===== config.mk =====
export PLATFORM = sky130hd
export DESIGN_NAME = sobel_ctrl
export DESIGN_NICKNAME = d
export VERILOG_FILES = /design/src/hw/rtl/sobel_pkg.sv /design/src/hw/rtl/sobel_ctrl.sv
export SDC_FILE = /design/constraint.sdc
export NUM_CORES = 1
export LEC_CHECK = 0
export ABC_AREA = 1
export ABC_CLOCK_PERIOD_IN_PS = 1050
export BUFFER_PORTS_ARGS = -buffer_cell sky130_fd_sc_hd__clkbuf_2
export CELL_PAD_IN_SITES_DETAIL_PLACEMENT = 0
export CELL_PAD_IN_SITES_GLOBAL_PLACEMENT = 1
export CORE_AREA = 4 4 41 43
export CTS_BUF_LIST = sky130_fd_sc_hd__clkbuf_8
export DETAILED_ROUTE_END_ITERATION = 10
export DIE_AREA = 0 0 45 47
export MAX_ROUTING_LAYER = met4
export PLACE_DENSITY = 0.6
export SETUP_SLACK_MARGIN = 0.3
export SLEW_MARGIN = 40
export SYNTH_ARGS = -nofsm -noshare
export SYNTH_HDL_FRONTEND = slang
export SYNTH_SLANG_ARGS = --single-unit

===== constraint.sdc =====
create_clock -name clk -period 1.05 [get_ports clk]
set_clock_uncertainty 0.05 [all_clocks]
set_input_delay 0.315 -clock clk [delete_from_list [all_inputs] [get_ports clk]]
set_output_delay 0.315 -clock clk [all_outputs]
set_load 0.01 [all_outputs]

===== src/hw/rtl/sobel_pkg.sv =====
// shared types and constants for the sobel edge magnitude block
// no dependencies
`timescale 1ns / 1ps

package sobel_pkg;

	localparam int MAX_WIDTH  = 2048;
	localparam int MAX_HEIGHT = 4095;
	localparam int COL_W      = $clog2(MAX_WIDTH);
	localparam int ROW_W      = 12;
	localparam int CFG_W      = 12;
	localparam int PIX_W      = 8;
	localparam int GRAD_W     = 11;
	localparam int SQ_W       = 21;
	localparam int ROOT_STEPS = 8;

	localparam logic [15:0] W_RED   = 16'd19595;
	localparam logic [15:0] W_GREEN = 16'd38470;
	localparam logic [15:0] W_BLUE  = 16'd7471;

	typedef enum logic [1:0] {
		REG_WIDTH  = 2'd0,
		REG_HEIGHT = 2'd1,
		REG_GRAY   = 2'd2,
		REG_NONE   = 2'd3
	} cfg_index_t;

	typedef enum logic [2:0] {
		S_IDLE,
		S_MUL,
		S_SUM,
		S_SQX,
		S_SQY,
		S_ROOT,
		S_OUT
	} state_t;

	typedef struct packed {
		logic capture;
		logic mul;
		logic sum;
		logic sqx;
		logic sqy;
		logic root_step;
		logic load_out;
	} cmd_t;

	typedef struct packed {
		logic interior;
		logic root_done;
		logic out_free;
	} status_t;

endpackage


===== src/hw/rtl/sobel_ctrl.sv =====
// controller state machine sequencing one pixel through the datapath
// depends on sobel_pkg
`timescale 1ns / 1ps

module sobel_ctrl (
	input  logic               clk,
	input  logic               arst_n,
	input  logic               in_valid,
	output logic               in_ready,
	input  sobel_pkg::status_t status,
	output sobel_pkg::cmd_t    cmd
);
	import sobel_pkg::*;

	state_t state_q, state_next;

	always_ff @(posedge clk or negedge arst_n) begin
		if (!arst_n) begin
			state_q <= S_IDLE;
		end else begin
			state_q <= state_next;
		end
	end

	always_comb begin
		state_next = state_q;
		unique case (state_q)
			S_IDLE: if (in_valid) state_next = S_MUL;
			S_MUL:  state_next = S_SUM;
			S_SUM:  state_next = status.interior ? S_SQX : S_IDLE;
			S_SQX:  state_next = S_SQY;
			S_SQY:  state_next = S_ROOT;
			S_ROOT: if (status.root_done) state_next = S_OUT;
			S_OUT:  if (status.out_free) state_next = S_IDLE;
			default: state_next = S_IDLE;
		endcase
	end

	always_comb begin
		cmd      = '0;
		in_ready = 1'b0;
		unique case (state_q)
			S_IDLE: begin
				in_ready    = 1'b1;
				cmd.capture = in_valid;
			end
			S_MUL:  cmd.mul = 1'b1;
			S_SUM:  cmd.sum = 1'b1;
			S_SQX:  cmd.sqx = 1'b1;
			S_SQY:  cmd.sqy = 1'b1;
			S_ROOT: cmd.root_step = 1'b1;
			S_OUT:  cmd.load_out = status.out_free;
			default: ;
		endcase
	end
endmodule


After elaboration in Yosys (flattened, before gate mapping):

Cells that the tools add are included.
W data, S select, Z words.

* flip-flop bits (word level): 3
* bits of input ports: 6
* logic and storage cells: 25

* eq/ne operators: 9
* muxes and demuxes: 13
* reduce and logical (&&, ||, !) cells: 2

Operator list (number)
* $pmux W3 S7: 1
* $eq A3 B3 Y1 const B: 3
* $mux W3: 3
* $mux W1: 8
* $eq A3 B2 Y1 const B: 2
* $ne A2 B2 Y1 const B: 3
* $eq A3 B1 Y1 const B: 1
* $logic_not A3 Y1: 1
* $reduce_and A3 Y1: 1
* $mux W2: 1

Depth between registers and ports, before layout:

* word-level depth: 3
* mapped depth: 6

Least setup slack after synthesis:

Ideal clock, no wire load.

* path type: flip-flop to output port
* start: register state_q[1]
* end: output port cmd[6] (netlist bit)
* data arrival time: 809 ps
* slack: -124 ps
* stages on the path, launching flop included: 4
* path buffers: 0
* cells stage by stage: dfrtp_1 nor2_2 nand2_2 nor2_1

RTL lines
* start, declared: RTL line sobel_ctrl.sv:15 `state_t state_q, state_next;`
* start signal, assigned: RTL line sobel_ctrl.sv:21 `state_q <= state_next;`
* end, declared: RTL line sobel_ctrl.sv:11 `output sobel_pkg::cmd_t cmd`

==> results.yml <==
routing:
  met1Wirelength_um: 282
  vias: 370
  firstDrtPassIters: 3
  route.antenna.remaining_nets: 0
  wl_per_cell_um: 9.811
  drc_errors: 0
  finalWirelength_um: 883
  topRoutingLayerUsed: "met4"
  dr_wl_met3_um: 40
  vias_per_cell: 4.111
  detail_route.iter0.violations: 4
  met2_wirelength_um: 535
worst_hold_path:
  timing.hold.worst_endpoint: "state_q[0]$_DFFE_PN0P_"
  worstHoldStart: "status[1]"
  hp-class: "primary input to register"
  timing.hold.worst_path_depth: 4
critical_path:
  cpPeakStageDelay_ns: 0.43
  worst-endpoint-arrival_ns: 1.06
  critical_path_slowest_stage_cell: "dfrtp_2"
  cp_top_family: "flip-flops"
  worstRegToRegCells: 9
  timing_worst_setup_path_type: "register to output port"
  timing.critical_path.fanout_max: 4
  setup.worst_path.end_class: "output port"
  path_cells: "nor2_4, nand2_2, nor2_2, buf_2"
  critPathBufInv: 1
  internal_reg_to_reg_setup_slack_ns: -0.36
  worstReg2RegStart: "state_q[0]$_DFFE_PN0P_"
  crit-reg2reg-capture: "state_q[1]$_DFFE_PN0P_"
  timing.critical_path.required_ns: 0.68
  nature_of_the_critical_path_startpoint: "register"
sta:
  setup_total_negative_slack_ns: -3.773
  timing.final.crit_period_ns: 1.424
  final.setup.worst_slack_ns: -0.3741
  report.final.hold_viol_count: 0
  rsz0062_at_grt: "true"
  worst_pin_slew_ns: 0.2299
  timing.final.max_slew_violations: 0
  fin_hold_ws_ns: 0.3678
  clock.fmax_mhz: 702.2
  min_period_over_period_pct: 135.6
  maxSlewHeadroom_pct: 84.51
  setup_viol: 11
final_layout:
  antenna_cells_inserted: 0
  area.growth.synth_to_final_pct: 117.1
  largest_reg_flops: 3
  final_layout_size_suffix_gt1_share_pct: 72.00
  multiInputGateArea_um2: 187.7
  fillers: 154
  post_layout_nonfiller_instances: 90
  top_regs: "state_q (3)"
  final_net_count: 82
  area_taken_by_flip_flops_and_latches_um2: 78.83
  top_register: "state_q"
grt:
  wire_length_of_the_first_global_routing_pass_um: 1442
  grt_overflow: 0
  maximum_number_of_pins_on_one_net_before_global_route_repair: 7
  grt_usage_pct: 10.47
  first_global_vias: 374
  antenna_violations_before_repair: 0
clock_tree:
  cts_tree: "built"
  worst_skew_pair.late_latency_ns: 0.22
  clock_buffer_count_from_cts: 3
  cts.path.max_buffers: 2
  clock_sinks: 3
  clock_tree.root_cell: "clkbuf_8"
  htreeDepth: 1
  clk_transition_reported_paths_ns: 0.03
floorplanning:
  design.die.area_um2: 2115
  io-pin-count: 14
  die_height_um: 47
  core_area_um2: 1301
  floorplan.initialDensity_pct: 20.29
  die_w_um: 45
  rows: 13
logic_synthesis:
  post_synth_instance_area_um2: 264.0
  syn-num-nets: 48
  synthesis.area_per_instance_um2: 6.286
  synthesis.instances: 42
  yosys.cell_types.count: 14
  synth-seq-area-share_pct: 28.44
  synth-warning-count: 0
  count_of_state_elements_after_synthesis: 3
outcome:
  status: "complete, but fails checks"
  violations: "negative setup slack"
placed_design:
  post-place-ws_ns: -0.2025
  globalplace.congestion: 0.7271
  place_inst: 75
  placement.io_buffers: 13
  dp_hpwl_um: 573.6
power:
  power_per_cell_area_nw_per_um2: 2831
  total_power_after_layout_w: 0.001622
  cellLeakagePower_nw: 0.3307
  peakVddDrop_v: 0.0008994
run:
  cap_viol_max_count: 0
[cell usage in the layout, fill, tap and decap left out, drive strengths merged]
cell,count
inv,12
dfrtp,3
o21bai,1
o21ai,1
dlygate4sd3,1
clkbuf,11
nand3,6
nor3,1
nand4,1
nand2,7
nor2,10
buf,20
and2,1
[how the worst max path moves through the flow]
stage                                 from      to  slack, ns  cells after the start
floorplan           state_q[1]$_DFFE_PN0P_  cmd[6]      -0.09                      3
global placement    state_q[0]$_DFFE_PN0P_  cmd[6]      -0.19                      4
detailed placement  state_q[0]$_DFFE_PN0P_  cmd[2]      -0.20                      4
CTS                 state_q[0]$_DFFE_PN0P_  cmd[2]      -0.41                      4
global route        state_q[0]$_DFFE_PN0P_  cmd[2]      -0.43                      4
finish              state_q[1]$_DFFE_PN0P_  cmd[6]      -0.37                      4
[per-stage QoR]
step	area, µm²	util (%)
3_5_place_dp	395.4	30.38
2_1_floorplan	274.0	-
4_1_cts	518.0	39.81
6_report	573.1	44.04
5_1_grt	573.1	44.04
3_3_place_gp	395.4	30.38
[worst min-delay path, delay by kind of cell]
family / cells / cell delay [ns]
buffers and inverters: 2 / 0.18
and+or+nand+nor: 2 / 0.10
[timing repair]
action | 4_1_cts | 5_1_grt
pin swaps | 3 | 1
gates resized for setup | 8 | 10
hold buffers | 1 | 0
buffers inserted | 5 | 5
hold endpoints to repair | 3 | 0
cloned | 0 | 0
endpoints found under the setup margin | 11 | 11
[where the power goes]
| group | leakage, nW | internal, W | switching, W | total, W |
|---|---|---|---|---|
| combinational | 0.270 | 0.000539 | 0.000474 | 0.00101 |
| sequential | 0.0341 | 0.000179 | 0.000105 | 0.000284 |
| clock | 0.0269 | 0.000249 | 0.0000765 | 0.000325 |
[kinds of logic after synthesis]
family,after synthesis,synth area share (%)
AND/OR/NAND/NOR,26,49.76
buffers and inverters,11,15.64
flip-flops,3,28.44
AO/OA/AOI/OAI,2,6.159
[per-layer routing]
metal | global-route usage, % | vias up
li1 | - | 193
met1 | 8.945 | 166
met2 | 18.08 | 7
met3 | 3.831 | 4
met4 | 8.772 | 0
met5 | - | -
[cell usage after synthesis (all sizes together)]
cell / n / area, µm²
nand3: 6 / 35.03
and2: 1 / 6.260
nand4: 1 / 6.260
nor2: 10 / 47.54
inv: 11 / 41.29
nand2: 7 / 31.28
o21bai: 1 / 11.26
o21ai: 1 / 5.000
nor3: 1 / 5.000
dfrtp: 3 / 75.07
[final cells by class]
class,count,share of cell area [%]
sequential,3,13.76
multi-input combinational,28,32.75
tap,15,3.275
clock buffer,3,7.205
clock inverter,1,0.6550
timing repair buffer,29,34.72
inverter,11,7.642
Power figures use the tool's default switching activity.
